[src/design/sbe_ram.sv]
// Generic single-write, single-read RAM with registered read data.
// No dependencies.
`timescale 1ns / 1ps

module sbe_ram #(
  parameter int WIDTH = 16,
  parameter int DEPTH = 256
) (
  input  logic                     clk_i,
  input  logic                     we_i,
  input  logic [$clog2(DEPTH)-1:0] waddr_i,
  input  logic [WIDTH-1:0]         wdata_i,
  input  logic [$clog2(DEPTH)-1:0] raddr_i,
  output logic [WIDTH-1:0]         rdata_o
);

  logic [WIDTH-1:0] mem_q [DEPTH];
  logic [WIDTH-1:0] rdata_q;

  always_ff @(posedge clk_i) begin
    if (we_i) begin
      mem_q[waddr_i] <= wdata_i;
    end
    rdata_q <= mem_q[raddr_i];
  end

  assign rdata_o = rdata_q;

endmodule

[config.mk]
export PLATFORM = sky130hd
export DESIGN_NAME = sbe_ram
export DESIGN_NICKNAME = d
export VERILOG_FILES = /design/src/design/sbe_ram.sv
export SDC_FILE = /design/constraint.sdc
export NUM_CORES = 2
export LEC_CHECK = 0
export BUFFER_PORTS_ARGS = -buffer_cell sky130_fd_sc_hd__buf_2
export CELL_PAD_IN_SITES_DETAIL_PLACEMENT = 1
export CELL_PAD_IN_SITES_GLOBAL_PLACEMENT = 1
export CORE_MARGIN = 5
export CORE_UTILIZATION = 56
export DETAILED_ROUTE_END_ITERATION = 7
export HOLD_SLACK_MARGIN = 0.1
export PLACE_DENSITY_LB_ADDON = 0.15
export SETUP_SLACK_MARGIN = 0.02
export SYNTH_ARGS = -nofsm -noshare
export SYNTH_HDL_FRONTEND = slang
export SYNTH_SLANG_ARGS = --single-unit
[constraint.sdc]
create_clock -name clk_i -period 3.9 [get_ports clk_i]
set_clock_uncertainty 0.2 [all_clocks]
set_input_delay 0.585 -clock clk_i [delete_from_list [all_inputs] [get_ports clk_i]]
set_output_delay 0.585 -clock clk_i [all_outputs]
set_load 0.02 [all_outputs]
## After elaboration in Yosys (flattened, before gate mapping)

Memory sizes are Yosys's and may differ from the RTL's. A register that Yosys moved wholly into a read port is not among the register bits.
Cells that the tools add are included.

- Memories: 1
- Output and inout bits: 16
- Input bits: 34
- Memory bits (writable): 4,096
- Word-level logic and storage cells: 3
- Register bits: 0

Memory list:

| name | depth | width | read ports | clocked after memory_dff | write ports | line | text |
|---|---|---|---|---|---|---|---|
| mem_q | 256 | 16 | 1 | 1 | 1 | 17 | `logic [WIDTH-1:0] mem_q [DEPTH];` |

- Multiplexer cells: 2

Operators with widths:

| kind | number |
|---|---|
| 1-bit 2-to-1 mux | 2 |

## Logic depth before layout (Yosys ltp)

- Word-level depth: 2
- Depth in mapped cells: 12
- Mapped depth without buffers: 6

## Least setup slack after synthesis

OpenSTA, ideal clock, no wires.

- Path kind: input -> register
- Start point: in waddr_i[3]
- End point: mem mem_q[235][0] (enable)
- Slack: 0.950 ns
- Stages: 6
- Setup time: 0.388 ns
- Buffers on the path: 3
- Data arrival time: 2.362 ns
- Required time: 3.312 ns
- Cells stage by stage: clkbuf_1 > nor2b_1 > clkbuf_1 > nand4_1 > clkbuf_1 > nor2_1

RTL lines:

| element | line | text |
|---|---|---|
| start: declaration | 11 | `input logic [$clog2(DEPTH)-1:0] waddr_i,` |
| end: declaration | 17 |  |

No word-level cell before the write port.

==> qor.csv <==
metric;value;unit
cp.arrival;4.08;ns
syn_nets;7394;
vias;83400;
wl;467000;µm
drive_gt1_share;28.3;%
drcViolationCount;0;
synth_commonest_cells;edfxtp_1 (4096), mux4_2 (797), mux2i_1 (565), nor2_1 (304), o221ai_1 (252);
grtUsageMet1;45.0;%
synth_top_area_cell;edfxtp_1;
use_met3;6.21;%
yosysWarnings;0;
max_freq;290;MHz
cts_tree;built;
io_buffers;49;
grt_pass1_vias;86500;
die_w;542;µm
ys_ff_latch;4112;
hp-class;in -> reg;
leakage;0.0589;µW
start_kind;input pin;
multi_input_area;0.0330;mm²
clk_pin_slew;0.06;ns
nFillCells;22500;
crit_path_end;rdata_o[2];
intPower;73300;µW
p_per_area;514;mW/mm²
crit_path_start;raddr_i[0];
insertion_delay;0.96;ns
area_growth;14.9;%
outcome;complete, no violations;
fin_nets;8191;
timing.rr.end;rdata_o[2];
grtUsageMet2;49.9;%
ios;50;
overflow;0;
grt_pass1_wl;663000;µm
rsz0062_at_grt;false;
routedWlPerCell;38.1;µm
post_dp_cell_area;0.169;mm²
finalCriticalPeriod;3.44;ns
yosysMostFrequentCell;edfxtp_1;
antenna_left;0;
seq_area;0.123;mm²
p_switching;20300;µW
r2r-start;mem_q[60][2];
htree_levels;5;
fp.coreArea;0.282;mm²
cts_made_buffers;410;
grt_busiest_layer;met2;
grtUsageTotal;31.8;%
finalCritPeriodShare;88.3;%
synth_ff_type;edfxtp_1;
ys_types;52;
ys_async_sr_fraction;0;%
setup_viol;0;
finalInstanceArea;0.182;mm²
cts_resized;0;
switching_share;21.7;%
synth.top_cell.area_share;77.5;%
r2r_slack;0.54;ns
place_congestion;0.886;
path_class;in -> reg;
slew_viol_final;0;
drt-vias-per-instance;6.80;
tightest_slew;1.33;ns
hold_violations;0;
num_rows;195;
ir_worst_vdd;0.000429;V
cts_root_buf;clkbuf_16;
ys_seq_area_share;77.7;%
reg2reg_depth;6;
critPathRequiredTime;4.54;ns
clock-sinks;4112;
combPwrFrac;5.4;%
p_seq_share;52.1;%
dpl.cell_count;11500;
antenna_found_initial;27;
pwr-share-clk;42.4;%
cp_max_fo;26;
die_y;542;µm
fin_cells;12300;
initial_core_util;56.2;%
clockBufferDepth;4;
hpwl;286000;µm
drtIter0Drc;12200;
drv_cap;0;
grt_max_degree;121;
syn_avg_cell_area;21.6;µm²
first_pass_iters;5;
tns;0;ns
slew_headroom;9.29;%
die_area;0.294;mm²
synth.top_cells.by_area;edfxtp_1 (77%), mux4_2 (11%), mux2i_1 (3.6%), o221ai_1 (1.4%), nor2_1 (0.72%);
synth_edf_count;4096;
critPathCaptureType;flop;
synthesis.instances;7360;
netlist_area;0.159;mm²
==> cell families after synthesis <==
family,after synthesis,synth area share [%]
flip-flops,4112,77.7
multiplexers,1450,15.5
AO/OA/AOI/OAI,786,3.54
AND/OR/NAND/NOR,556,1.57
buffers and inverters,456,1.69
==> power groups by stage <==
stage,Sequential [µW],Clock (µW),Combinational [µW]
floorplan,49700,0,2400
global placement,49700,0,4840
detailed placement,49800,0,4990
CTS,48800,40200,5040
global route,48800,42400,5230
finish,48800,39800,5080
==> state kept, by name (all words and copies together) (netlist names) <==
signal and cells:
rdata_o 16, mem_q 4096
==> critical path, stage by stage <==
cell and delay [ns]:
buf_12 0.29, buf_12 0.30, buf_4 0.24, mux4_2 0.51
mux2_2 0.28, a22oi_1 0.20, nand2_1 0.26, o32ai_1 1.06
buf_4 0.25, nor4_1 0.05
==> how the worst min path moves through the flow <==
| stage | startpoint | to | slack [ns] | depth (start not counted) |
|---|---|---|---|---|
| final | raddr_i[7] | rdata_o[12] | 0.22 | 3 |
| after global routing | waddr_i[2] | mem_q[189][4] | 0.23 | 4 |
| after CTS | raddr_i[7] | rdata_o[12] | 0.15 | 3 |
| after detailed placement | wdata_i[2] | mem_q[224][2] | 0.85 | 1 |
| after global placement | wdata_i[2] | mem_q[240][2] | 0.84 | 1 |
| after floorplan | wdata_i[0] | mem_q[0][0] | 0.48 | 0 |
==> repair_timing <==
action / 4_1_cts / 5_1_grt
setup endpoints to repair: 0 / 0
hold buffers: 16 / 0
buffers inserted: 0 / 0
endpoints found under the hold margin: 734 / 0
==> layout make-up <==
class / count / area share, %
sequential: 4112 / 67.6
multi-input combinational: 2792 / 18.1
clock buffer: 505 / 5.92
timing repair buffer: 837 / 4.25
tap: 3743 / 2.57
clock inverter: 250 / 1.47
antenna: 19 / 0.0261
inverter: 4 / 0.0151
==> cells in the final DEF (no fill, tap or decap), types with 8 or more instances in the layout <==
cell type	instances
edfxtp_1	4096
mux4_2	797
buf_4	665
mux2i_1	565
clkbuf_16	412
o221ai_1	252
nor2_1	230
a21oi_1	175
o22ai_1	148
buf_12	109
nor3_1	90
mux2_2	88
clkinv_1	81
clkbuf_1	79
clkinv_2	78
nor2_2	74
bufinv_16	47
a22oi_1	43
nand2_1	37
o21ai_0	37
a22o_1	32
a221oi_1	28
buf_2	28
nand4_1	26
nand3_1	26
o32ai_1	20
diode_2	19
a211oi_1	18
nor4_1	17
buf_8	17
o31ai_1	16
dlygate4sd3_1	16
dfxtp_1	16
clkbuf_8	15
clkinvlp_4	13
inv_6	11
and3_1	11
nor2b_1	9
nand3_2	9
clkinv_8	8
==> layer usage <==
metal,part of all wire [%],wire length [µm]
met5,0.0058,27
met4,4.3,19900
met3,10,48500
met2,48,222000
met1,38,176000
==> stage by stage <==
| stage | worst slack, ns | hold slack, ns | power, µW | utilization [%] |
|---|---|---|---|---|
| floorplan | 0.950 | 0.484 | 52100 | - |
| global placement | -0.514 | 0.839 | 54600 | 59.7 |
| detailed placement | -0.468 | 0.852 | 54800 | 59.7 |
| CTS | 0.511 | 0.153 | 94000 | 64.6 |
| global route | 0.483 | 0.229 | 96400 | 64.6 |
| finish | 0.455 | 0.219 | 93600 | 64.6 |
Power figures use the tool's default switching activity.
