## config.mk

```make
export PLATFORM = sky130hd
export DESIGN_NAME = sbe_alu
export DESIGN_NICKNAME = d
export VERILOG_FILES = /design/src/design/sbe_pkg.sv /design/src/design/sbe_alu.sv
export SDC_FILE = /design/constraint.sdc
export NUM_CORES = 1
export LEC_CHECK = 0
export ABC_AREA = 1
export BUFFER_PORTS_ARGS = -buffer_cell sky130_fd_sc_hd__clkbuf_2
export CAP_MARGIN = 20
export CORE_MARGIN = 2
export CORE_UTILIZATION = 50
export DETAILED_ROUTE_END_ITERATION = 12
export MAX_ROUTING_LAYER = met4
export PLACE_DENSITY = 0.78
export RECOVER_POWER = 100
export SYNTH_ARGS = -nofsm -noshare
export SYNTH_HDL_FRONTEND = slang
export SYNTH_SLANG_ARGS = --single-unit
```

## constraint.sdc

```tcl
create_clock -name vclk -period 5.6
set_clock_uncertainty 0.1 [all_clocks]
set_input_delay 0.84 -clock vclk [all_inputs]
set_output_delay 0.84 -clock vclk [all_outputs]
set_load 0.01 [all_outputs]
```

## src/design/sbe_pkg.sv

```systemverilog
// Shared types and codes for the stack bytecode executor.
// Used by every module of the block but sbe_ram; depends on nothing.
`timescale 1ns / 1ps

package sbe_pkg;

  // Request kinds
  localparam logic [1:0] REQ_PUSH  = 2'd0;
  localparam logic [1:0] REQ_START = 2'd1;
  localparam logic [1:0] REQ_EXEC  = 2'd2;

  // Opcodes
  localparam logic [3:0] OP_EXIT  = 4'd0;
  localparam logic [3:0] OP_ADD   = 4'd1;
  localparam logic [3:0] OP_PUSH  = 4'd2;
  localparam logic [3:0] OP_PRINT = 4'd3;
  localparam logic [3:0] OP_LT    = 4'd4;
  localparam logic [3:0] OP_LDA   = 4'd5;
  localparam logic [3:0] OP_STA   = 4'd6;
  localparam logic [3:0] OP_JZ    = 4'd7;
  localparam logic [3:0] OP_JMP   = 4'd8;
  localparam logic [3:0] OP_LDR   = 4'd9;
  localparam logic [3:0] OP_STR   = 4'd10;
  localparam logic [3:0] OP_CALL  = 4'd11;
  localparam logic [3:0] OP_RET   = 4'd12;

  // Error codes
  localparam logic [2:0] ERR_NONE      = 3'd0;
  localparam logic [2:0] ERR_OVERFLOW  = 3'd1;
  localparam logic [2:0] ERR_UNDERFLOW = 3'd2;
  localparam logic [2:0] ERR_INDEX     = 3'd3;
  localparam logic [2:0] ERR_RETURN    = 3'd4;
  localparam logic [2:0] ERR_OPCODE    = 3'd5;

  typedef enum logic [0:0] {
    ALU_ADD,
    ALU_LT
  } alu_op_e;

  typedef struct packed {
    logic [1:0]         req_type;
    logic [3:0]         opcode;
    logic signed [15:0] operand_value;
  } in_item_t;

  typedef struct packed {
    logic [9:0]         next_pc;
    logic               halted;
    logic               print_valid;
    logic signed [15:0] print_value;
    logic signed [15:0] stack_bottom;
    logic [2:0]         error_code;
  } out_item_t;

endpackage

```

## src/design/sbe_alu.sv

```systemverilog
// Shared 16-bit arithmetic/compare unit of the executor.
// Depends on sbe_pkg for the operation type.
`timescale 1ns / 1ps

module sbe_alu import sbe_pkg::*; (
  input  alu_op_e            op_i,
  input  logic signed [15:0] a_i,
  input  logic signed [15:0] b_i,
  output logic [15:0]        y_o
);

  always_comb begin
    unique case (op_i)
      ALU_ADD: y_o = a_i + b_i;
      ALU_LT:  y_o = (a_i < b_i) ? 16'd1 : 16'd0;
      default: y_o = '0;
    endcase
  end

endmodule

```

### Word level (Yosys, flattened, before mapping)

Index checks and enable logic that the tools add are counted.

* register bits: 0
* bits of input ports: 33
* word-level logic and storage cells: 5

* $add $sub $neg: 1
* order comparisons: 1
* muxes and demuxes: 2
* bitwise gates (word level): 1

Operator list (count)
* case mux 16 bit (2 select lines): 1
* adder 16 bit: 1
* less-than comparator 16 bit: 1
* 2-to-1 mux 1 bit: 1
* NOT 1 bit: 1

### Logic depth before layout (Yosys ltp)

* word-level depth: 3
* depth in mapped cells: 15
* gate-level depth less buffers: 15

### Worst setup path after synthesis

Ideal clock, no wire load.

* path kind: input-to-output
* start point: input a_i[0]
* end point: output y_o[14]
* arrival: 2.193 ns
* required time: 4.660 ns
* setup slack: 2.467 ns
* cell stages on the path: 11
* path through: ha_1 > inv_1 > fa_1 > nand3b_1 > nand2_2 > nand2_2 > nand2_2 > nand3_1 > nand3_1 > nand2_1 > nor2_1

* longest elaborated chain between the ends: 2

Ends and longest elaborated chain
* from (decl): line sbe_alu.sv:7 `input logic signed [15:0] a_i,`
* adder 16 bit: line sbe_alu.sv:14 `ALU_ADD: y_o = a_i + b_i;`
* case mux 16 bit (2 select lines): line sbe_alu.sv:13 `unique case (op_i)`
* to (decl): line sbe_alu.sv:9 `output logic [15:0] y_o`

Every way passes these cells.

### Final worst setup path

* start point: input b_i[0]
* end point: output y_o[14]

* longest elaborated chain between the ends: 2

Ends and longest elaborated chain
* from (decl): line sbe_alu.sv:8 `input logic signed [15:0] b_i,`
* adder 16 bit: line sbe_alu.sv:14
* case mux 16 bit (2 select lines): line sbe_alu.sv:13

Every way passes these cells.

==> impl_metrics.ini <==
[status]
status = finished clean

[drt]
wl_um = 2941
drcViolationCount = 0
vias = 1527
ant_nets = 0
viasPerCell = 4.910
drt_iter0_drc = 54
routedWlPerCell_um = 9.457
first_pass_iters = 5

[layout]
instances_no_fill = 311
nClkBuffers = 0
seq_cells = 0
drive_gt1_share_pct = 16.73
antennaDiodeCount = 0
regArea_um2 = 0
area_growth_syn_to_layout_pct = 18.80
post-route-util_pct = 62.88
fin_nets = 348
fillers = 285

[critical_path]
setup.worst_path.start = b_i[0]
cpPeakStageDelay_ns = 0.39
worstSetupPathType = in2out
cp-end-kind = primary output
cp_num_buf_inv = 3
cp_slowest_cell = fa_1
crit_arrival_ns = 2.54
crit_chain = clkbuf_2, ha_1, inv_1, fa_1, nand3b_1, nand2_1, nand2_2, nand2_1, nand3_1, nand3_1, nand2_1, nor2_1, clkbuf_2
cp_max_fo = 5
crit_top_cell = nand2_1
start_kind = input port
crit_family = simple AND/OR/NAND/NOR gates
cp.required_ns = 4.66

[timing]
maxSlewHeadroom_pct = 74.92
period_needed_ns = 3.481
fin_ws_ns = 2.119
finalCritPeriodShare_pct = 62.16
slew_violations = 0
rsz0062_at_grt = no
fmax_mhz = 287.3
worstMarginPinSlew_ns = 0.3758
finalSetupViolCount = 0
fin_setup_tns_ns = 0
hold_viol_final = 0

[die]
initial_core_util_pct = 52.93
io_pins = 49
fp-row-count = 18
core_area_um2 = 2477
die_h_um = 55.21
die_width_um = 55.21
die_area_um2 = 3048

[logic_synthesis]
ys_seq_area_share_pct = 0
yosysTopAreaCell = ha_1
syn-cell-area_um2 = 1311
synth_cell_type_count = 24
syn-num-nets = 298
ys_top_cells_by_area = ha_1, nand2_1, inv_1, a21oi_1, nor2_1
ys_warn_count = 0
yosys.area.top_type_share_pct = 29.58
synth_area_per_cell_um2 = 5.628
postSynthCellCount = 233

[placement]
io_buffers = 49
dp_cells = 311
place_ws_ns = 2.208
hpwl_um = 2645
place_congestion = 0.9123

[global_routing]
grt_max_degree = 14
grtUsageTotal_pct = 19.72
grt_first_pass_wirelength_um = 5175
grt_pass1_vias = 1278
antenna_found_initial = 0
grt.overflow.total = 0

[power_and_ir_drop]
p_switching_uw = 90.49
irDropWorstVdd_mv = 0.05004
netSwitchingFraction_pct = 61.91
power_leakage_uw = 0.0009972
p_int_uw = 55.66
seqPwrFrac_pct = 0
p_comb_share_pct = 100.0
p_clk_share_pct = 0
p_per_area_nw_per_um2 = 93.82

[worst_hold_path]
worstHoldStart = op_i
hp-class = in2out
worstHoldPathCells = 3
hold_path_end = y_o[1]

[job]
maxCapViolations = 0

[clocking]
post_cts_buffers = 0
hold_buffers = 0
post_cts_resized = 0
[stage by stage]
stage | instance area, µm² | power [µW] | hold slack [ns]
2_1_floorplan | 1311 | 103.2 | 1.623
3_3_place_gp | 1587 | 148.7 | 1.866
3_5_place_dp | 1587 | 149.8 | 1.865
4_1_cts | 1587 | 150.6 | 1.864
5_1_grt | 1558 | 168.0 | 1.906
6_report | 1558 | 146.1 | 1.860
[cells in the final DEF (no fill, tap or decap), types with 2 or more instances in the layout]
cell type / netlist / final
o21ai_0: 8 / 8
a21oi_2: 5 / 4
o21bai_1: 4 / 4
nor3_1: 5 / 5
inv_2: 3 / 3
nand2_2: 4 / 2
a21oi_1: 22 / 23
clkbuf_1: 0 / 12
nor2_1: 28 / 28
inv_1: 48 / 48
nand2_1: 51 / 53
nand3_1: 12 / 13
ha_1: 31 / 31
clkbuf_2: 0 / 37
[worst max path at each step]
stage / to / slack (ns) / depth (start not counted)
finish: y_o[14] / 2.12 / 13
global placement: y_o[14] / 2.22 / 13
global route: y_o[14] / 1.96 / 13
CTS: y_o[14] / 2.20 / 13
floorplan: y_o[14] / 2.47 / 11
detailed placement: y_o[14] / 2.21 / 13
[final cells by class]
type	count	area [µm²]	share of cell area [%]
Multi-Input combinational cell	181	1099	70.52
Inverter	51	191.4	12.29
Timing Repair Buffer	49	230.2	14.78
Tap cell	30	37.54	2.410
[per-layer routing]
layer	share of wire [%]	track usage, %
met2	43	31.97
met3	4.7	0.9368
met1	52	28.90
met5	0	-
met4	0	0
[worst min-delay path, delay by kind of cell]
kind                   cells  cell delay [ns]
AND/OR/NAND/NOR            1             0.04
buffers and inverters      2             0.24
[power groups by stage]
stage / clock network, µW / registers (µW) / logic, µW
after floorplan: 0 / 0 / 103
after global placement: 0 / 0 / 149
after detailed placement: 0 / 0 / 150
after CTS: 0 / 0 / 151
after global routing: 0 / 0 / 168
final: 0 / 0 / 146
[synthesized netlist by cell type, types with 3 or more instances]
library cell and n:
nand2_1 51, o21ai_0 8, inv_2 3, a21oi_2 5, o21bai_1 4, nor3_1 5
nand2_2 4, a21oi_1 22, ha_1 31, nor2_1 28, nand3_1 12, inv_1 48
[cell families (layout without fill, tap and decap cells)]
| family | after synthesis | after routing | share of synthesized area (%) |
|---|---|---|---|
| AOI/OAI and AO/OA | 44 | 44 | 19.75 |
| xor gates and xnor gates | 1 | 1 | 0.6681 |
| adders and majority gates | 32 | 32 | 31.11 |
| buffers and inverters | 52 | 100 | 15.17 |
| and+or+nand+nor | 104 | 104 | 33.30 |
Power figures use the tool's default switching activity.
