===== config.mk =====
export PLATFORM = sky130hd
export DESIGN_NAME = sbe_pcoff
export DESIGN_NICKNAME = d
export VERILOG_FILES = /design/src/design/sbe_pkg.sv /design/src/design/sbe_pcoff.sv
export SDC_FILE = /design/constraint.sdc
export NUM_CORES = 1
export LEC_CHECK = 0
export ABC_AREA = 1
export BUFFER_PORTS_ARGS = -buffer_cell sky130_fd_sc_hd__buf_2
export CAP_MARGIN = 20
export CORE_MARGIN = 3
export CORE_UTILIZATION = 51
export CTS_CLUSTER_DIAMETER = 200
export CTS_CLUSTER_SIZE = 8
export DETAILED_ROUTE_END_ITERATION = 12
export GPL_ROUTABILITY_DRIVEN = 1
export HOLD_SLACK_MARGIN = 0.06
export PLACE_DENSITY_LB_ADDON = 0.2
export SLEW_MARGIN = 20
export SYNTH_ARGS = -nofsm -noshare
export SYNTH_HDL_FRONTEND = slang
export SYNTH_SLANG_ARGS = --single-unit

===== constraint.sdc =====
create_clock -name clk_i -period 3.6 [get_ports clk_i]
set_input_delay 0.18 -clock clk_i [delete_from_list [all_inputs] [get_ports clk_i]]
set_output_delay 0.18 -clock clk_i [all_outputs]
set_load 0.005 [all_outputs]

===== src/design/sbe_pkg.sv =====
// Shared types and codes for the stack bytecode executor.
// Used by every module of the block but sbe_ram; depends on nothing.
`timescale 1ns / 1ps

package sbe_pkg;

  // Request kinds
  localparam logic [1:0] REQ_PUSH  = 2'd0;
  localparam logic [1:0] REQ_START = 2'd1;
  localparam logic [1:0] REQ_EXEC  = 2'd2;

  // Opcodes
  localparam logic [3:0] OP_EXIT  = 4'd0;
  localparam logic [3:0] OP_ADD   = 4'd1;
  localparam logic [3:0] OP_PUSH  = 4'd2;
  localparam logic [3:0] OP_PRINT = 4'd3;
  localparam logic [3:0] OP_LT    = 4'd4;
  localparam logic [3:0] OP_LDA   = 4'd5;
  localparam logic [3:0] OP_STA   = 4'd6;
  localparam logic [3:0] OP_JZ    = 4'd7;
  localparam logic [3:0] OP_JMP   = 4'd8;
  localparam logic [3:0] OP_LDR   = 4'd9;
  localparam logic [3:0] OP_STR   = 4'd10;
  localparam logic [3:0] OP_CALL  = 4'd11;
  localparam logic [3:0] OP_RET   = 4'd12;

  // Error codes
  localparam logic [2:0] ERR_NONE      = 3'd0;
  localparam logic [2:0] ERR_OVERFLOW  = 3'd1;
  localparam logic [2:0] ERR_UNDERFLOW = 3'd2;
  localparam logic [2:0] ERR_INDEX     = 3'd3;
  localparam logic [2:0] ERR_RETURN    = 3'd4;
  localparam logic [2:0] ERR_OPCODE    = 3'd5;

  typedef enum logic [0:0] {
    ALU_ADD,
    ALU_LT
  } alu_op_e;

  typedef struct packed {
    logic [1:0]         req_type;
    logic [3:0]         opcode;
    logic signed [15:0] operand_value;
  } in_item_t;

  typedef struct packed {
    logic [9:0]         next_pc;
    logic               halted;
    logic               print_valid;
    logic signed [15:0] print_value;
    logic signed [15:0] stack_bottom;
    logic [2:0]         error_code;
  } out_item_t;

endpackage


===== src/design/sbe_pcoff.sv =====
// Relative PC target: (pc + signed offset) mod PROGRAM_SIZE, three register stages.
// Reciprocal multiply with one correction; depends on sbe_pkg.
`timescale 1ns / 1ps

module sbe_pcoff import sbe_pkg::*; #(
  parameter int PROGRAM_SIZE = 1024
) (
  input  logic                            clk_i,
  input  logic [$clog2(PROGRAM_SIZE)-1:0] pc_i,
  input  logic signed [15:0]              off_i,
  output logic [$clog2(PROGRAM_SIZE)-1:0] pc_o
);

  localparam int PCW = $clog2(PROGRAM_SIZE);
  localparam int MW  = 33 - PCW;
  localparam int QW  = MW - 16;
  localparam int SW  = PCW + 1;
  localparam longint unsigned RECIP = (64'd1 << 32) / PROGRAM_SIZE;
  localparam int BIAS = (PROGRAM_SIZE - (32768 % PROGRAM_SIZE)) % PROGRAM_SIZE;
  localparam logic [MW-1:0] RECIP_W = MW'(RECIP);
  localparam logic [SW-1:0] PS_W    = SW'(PROGRAM_SIZE);
  localparam logic [SW-1:0] BIAS_W  = SW'(BIAS);

  // offset biased to unsigned: u = off + 32768
  logic [15:0]      u;
  logic [15:0]      u1_q, u2_q;
  logic [16+MW-1:0] prod1_q;
  logic [QW-1:0]    quot;
  logic [17:0]      prod2_q;
  logic [17:0]      rem, rem_fix;
  logic [PCW-1:0]   rem_q;
  logic [SW-1:0]    s, s_fix, t, t_fix;

  assign u    = {~off_i[15], off_i[14:0]};
  assign quot = prod1_q[16+MW-1:32];

  // quotient estimate may be one low
  assign rem     = {2'b00, u2_q} - prod2_q;
  assign rem_fix = (rem >= 18'(PS_W)) ? rem - 18'(PS_W) : rem;

  always_ff @(posedge clk_i) begin
    u1_q    <= u;
    prod1_q <= u * RECIP_W;
    u2_q    <= u1_q;
    prod2_q <= quot * PS_W;
    rem_q   <= rem_fix[PCW-1:0];
  end

  assign s     = {1'b0, rem_q} + BIAS_W;
  assign s_fix = (s >= PS_W) ? s - PS_W : s;
  assign t     = {1'b0, pc_i} + s_fix;
  assign t_fix = (t >= PS_W) ? t - PS_W : t;
  assign pc_o  = t_fix[PCW-1:0];

endmodule


# After elaboration in Yosys (flattened, before gate mapping)
# Cells that the tools add are included.
# Widths: inputs -> output; s select.
# word_totals
register_bits,48
elab_cells,16
# op_classes
add_sub_neg,5
order_cmp,3
mux,3
n_bitwise,1
# ops
cell,n
$mux 10,2
$sub 10x1->10 const B,2
$ge 18x11->1 const B,1
$sub 16x16->17,1
$add 10x11->11,1
$ge 10x11->1 const B,1
$ge 11x11->1 const B,1
$mux 11,1
$sub 10x11->11 const B,1
$not 1->1,1

# Logic depth before layout (Yosys ltp)
# depth
ltp_word,5
ltp_mapped,9
depth_no_buf,9

# Worst setup path after synthesis
# OpenSTA, ideal clock, no wires.
# synth_path
path_type,reg2out
startpoint,register rem_q[0]
endpoint,output pc_o[8]
arrival_ps,1339
required_time_ps,3420
slack_ps,2081
path_stages_with_launch,9
path_buffers,0
cell_sequence,dfxtp_1 -> ha_1 -> inv_1 -> fa_1 -> o21ai_2 -> nand2_1 -> nand2_1 -> nand2_1 -> nand2_1
# synth_between
elab_chain_cells,5
# synth_lines
element,line,text
from (decl),sbe_pcoff.sv:31,logic [PCW-1:0] rem_q;
from (signal assigned),sbe_pcoff.sv:46,rem_q <= rem_fix[PCW-1:0];
$sub 10x11->11 / $ge 10x11->1 (equally long branches),sbe_pcoff.sv:50,assign s_fix = (s >= PS_W) ? s - PS_W : s;
$mux 11 *,sbe_pcoff.sv:50,
$add 10x11->11 *,sbe_pcoff.sv:51,"assign t = {1'b0, pc_i} + s_fix;"
$sub 10x1->10 / $ge 11x11->1 (equally long branches),sbe_pcoff.sv:52,assign t_fix = (t >= PS_W) ? t - PS_W : t;
$mux 10 *,sbe_pcoff.sv:52,
to (decl),sbe_pcoff.sv:11,output logic [$clog2(PROGRAM_SIZE)-1:0] pc_o
# Every way passes the cells marked *; elsewhere a longest branch is shown, timed or not.

# Final worst setup path
# layout_path
startpoint,register rem_q[0]
endpoint,output pc_o[6]
# Same word-level chain as after synthesis.

==> reports/qor.csv <==
stage,metric,value,unit
run_status,outcome,"complete, no violations",
floorplanning,die_w,51.8,um
worst_setup_path,worstPathArrival,1.92,ns
worst_setup_path,worstSetupPathType,register to primary output,
worst_setup_path,endpoint_kind,primary output,
clock_network,cts_buffer_depth,2,
synth,synth.net_count,152,
floorplanning,io_pins,37,
synth,synth-seq-cells,30,
routing,final_antenna_net_count,0,
routing,routed.top_layer,met4,
timing,fin_skew,0.00583,ns
worst_setup_path,reg2reg_slack,3.18,ns
worst_setup_path,start_kind,register,
clock_network,tritoncts,done,
global_routing,grt_use_total,19.1,%
routing,drc,0,
synth,synthCells,115,
routing,wl_per_cell,11.3,um
floorplanning,die_y,51.8,um
clock_network,clkLatencyLatePin,0.31,ns
timing,final-hold-violation-count,0,
power_and_ir_drop,powerDensity,502,nW/um^2
timing,rsz0062_at_grt,false,
global_routing,grt_pass1_vias,860,
clock_network,h-tree-depth,2,
power_and_ir_drop,power.share.clock,34.4,%
floorplanning,core_area,1860,sq um
clock_network,cts.sinks,30,
power_and_ir_drop,pwr-share-seq,49.4,%
worst_setup_path,worstPathRequired,3.42,ns
global_routing,overflow,0,
timing,relSlewSlack,84.4,%
global_routing,grt_max_degree,11,
clock_network,cts_hold_buf,10,
routing,via_count,874,
synth,ys_seq_area_share,56.1,%
global_routing,antenna_found_initial,0,
power_and_ir_drop,leakage,0.769,nW
power_and_ir_drop,power.internal,0.000550,W
routing,wl_met2,1290,um
timing,hold_slack,0.333,ns
floorplanning,dieArea,2680,sq um
clock_network,cts_setup_buffers,0,
timing,setup_total_negative_slack,0,ns
finish,area_growth,33.6,%
worst_setup_path,crit_fanout,3,
synth,yosysWarnings,0,
clock_network,cts_root_buffer,clkbuf_4,
global_routing,grt_first_pass_wirelength,3580,um
synth,syn_area,1070,sq um
timing,tightest_slew,0.234,ns
place,dp_hpwl,1440,um
finish,layout-drive-gt1-share,24.5,%
clock_network,numCtsBuffers,5,
flow_run,drv_cap,0,
routing,wl,2120,um
timing,finalMaxSlewViolations,0,
power_and_ir_drop,p_comb_share,16.1,%
routing,viasPerCell,4.65,
finish,fin_nets,199,
timing,period_minus_slack,2.10,ns
power_and_ir_drop,p_total,0.000717,W
timing,fin_crit_sh,58.3,%
routing,drt-initial-drc-count,6,
routing,dr_wl_met3,100,um
floorplanning,rows,15,
timing,setup_viol,0,
synth,syn_area_per_cell,9.30,sq um
power_and_ir_drop,power.switching,0.000167,W
clock_network,postCtsResizedCells,0,
power_and_ir_drop,ir_worst_vdd,0.000559,V
floorplanning,start_util,57.6,%
routing,wl_met1,710,um
power_and_ir_drop,sw_frac_of_total,23.3,%
finish,stdcell_count,188,
place,port_buffers,30,
clock_network,path_clk_slew,0.08,ns
place,dp.cells,170,
place,place.gp.congestion,0.793,
timing,fmax,476,MHz
worst_hold_path,hold_class,register to register,
synth,synth.distinct_cells,14,
finish,antennaDiodeCount,0,
routing,dr.pass1.iters,4,
==> worst max-delay path: stages, from the launching register on <==
cell     delay, ns
dfxtp_1       0.32
ha_1          0.18
inv_1         0.07
fa_1          0.43
o21ai_2       0.24
nand2_1       0.12
nand2_1       0.07
nand2_1       0.05
nand2_1       0.04
buf_2         0.10
==> sequential cells by signal, indices dropped and copies added, names as in the netlist <==
signal	flops
rem_q	10
u2_q	10
prod1_q	10
==> worst paths after layout <==
path | start | end | depth (start not counted)
setup / recovery | rem_q[0] | pc_o[6] | 9
hold / removal | prod1_q[22] | u2_q[0] | 0
setup reg to reg | u2_q[7] | rem_q[7] | 0
hold reg to reg | prod1_q[22] | u2_q[0] | 0
==> placed cells by master, fill, tap and decap left out, drive strengths merged <==
| cell | count |
|---|---|
| clkbuf | 5 |
| dfxtp | 30 |
| nand2 | 34 |
| inv | 16 |
| o21a | 1 |
| dlygate4sd3 | 10 |
| fa | 1 |
| buf | 30 |
| bufinv | 1 |
| a21oi | 4 |
| clkinv | 2 |
| nand4 | 1 |
| xor2 | 4 |
| nand3 | 7 |
| nor2 | 6 |
| xnor2 | 1 |
| ha | 9 |
| o21ai | 1 |
==> kinds of logic after synthesis <==
logic type | share of synthesized area, %
and+or+nand+nor | 18.4
DFF | 56.1
buffers and inverters | 5.61
adders and majority gates | 12.4
AOI/OAI and AO/OA | 3.39
xor gates and xnor gates | 4.09
==> final cells by class <==
cell class / instances / area, sq um
clock inverter: 3 / 40.0
clock buffer: 5 / 37.5
fill: 129 / 429
inverter: 16 / 60.1
sequential: 30 / 601
tap: 25 / 31.3
timing repair buffer: 40 / 250
multi-input combinational: 69 / 409
==> metrics by stage <==
step	cell area (sq um)	worst slack [ns]	util, %
after floorplan	1070	2.08	-
after global placement	1250	1.89	67.3
after detailed placement	1250	1.83	67.3
after CTS	1430	1.48	76.9
after global routing	1430	1.33	76.9
final	1430	1.50	76.9
==> power by group through the flow <==
stage / logic [W] / clock network, W / registers (W)
5_1_grt: 0.000130 / 0.000273 / 0.000357
2_1_floorplan: 0.0000652 / 0 / 0.000360
4_1_cts: 0.000115 / 0.000255 / 0.000354
3_5_place_dp: 0.000106 / 0 / 0.000362
3_3_place_gp: 0.000100 / 0 / 0.000361
6_report: 0.000116 / 0.000247 / 0.000354
==> layer usage <==
metal / track usage, % / up-vias
li1: - / 451
met1: 16.5 / 393
met2: 39.8 / 28
met3: 6.59 / 2
met4: 5.24 / 0
met5: 0 / -
==> cells in the mapped netlist <==
library cell   n  share of area (%)
fa_1           1                1.9
o21ai_2        1               0.82
nand4_1        1               0.59
inv_1         16                5.6
o21a_1         1               0.70
nand2_1       34                 12
xnor2_1        1               0.82
xor2_1         4                3.3
dfxtp_1       30                 56
a21oi_1        4                1.9
nand3_1        6                2.8
ha_1           9                 11
nand3_2        1               0.94
nor2_1         6                2.1
(Power assumes the default switching activity.)
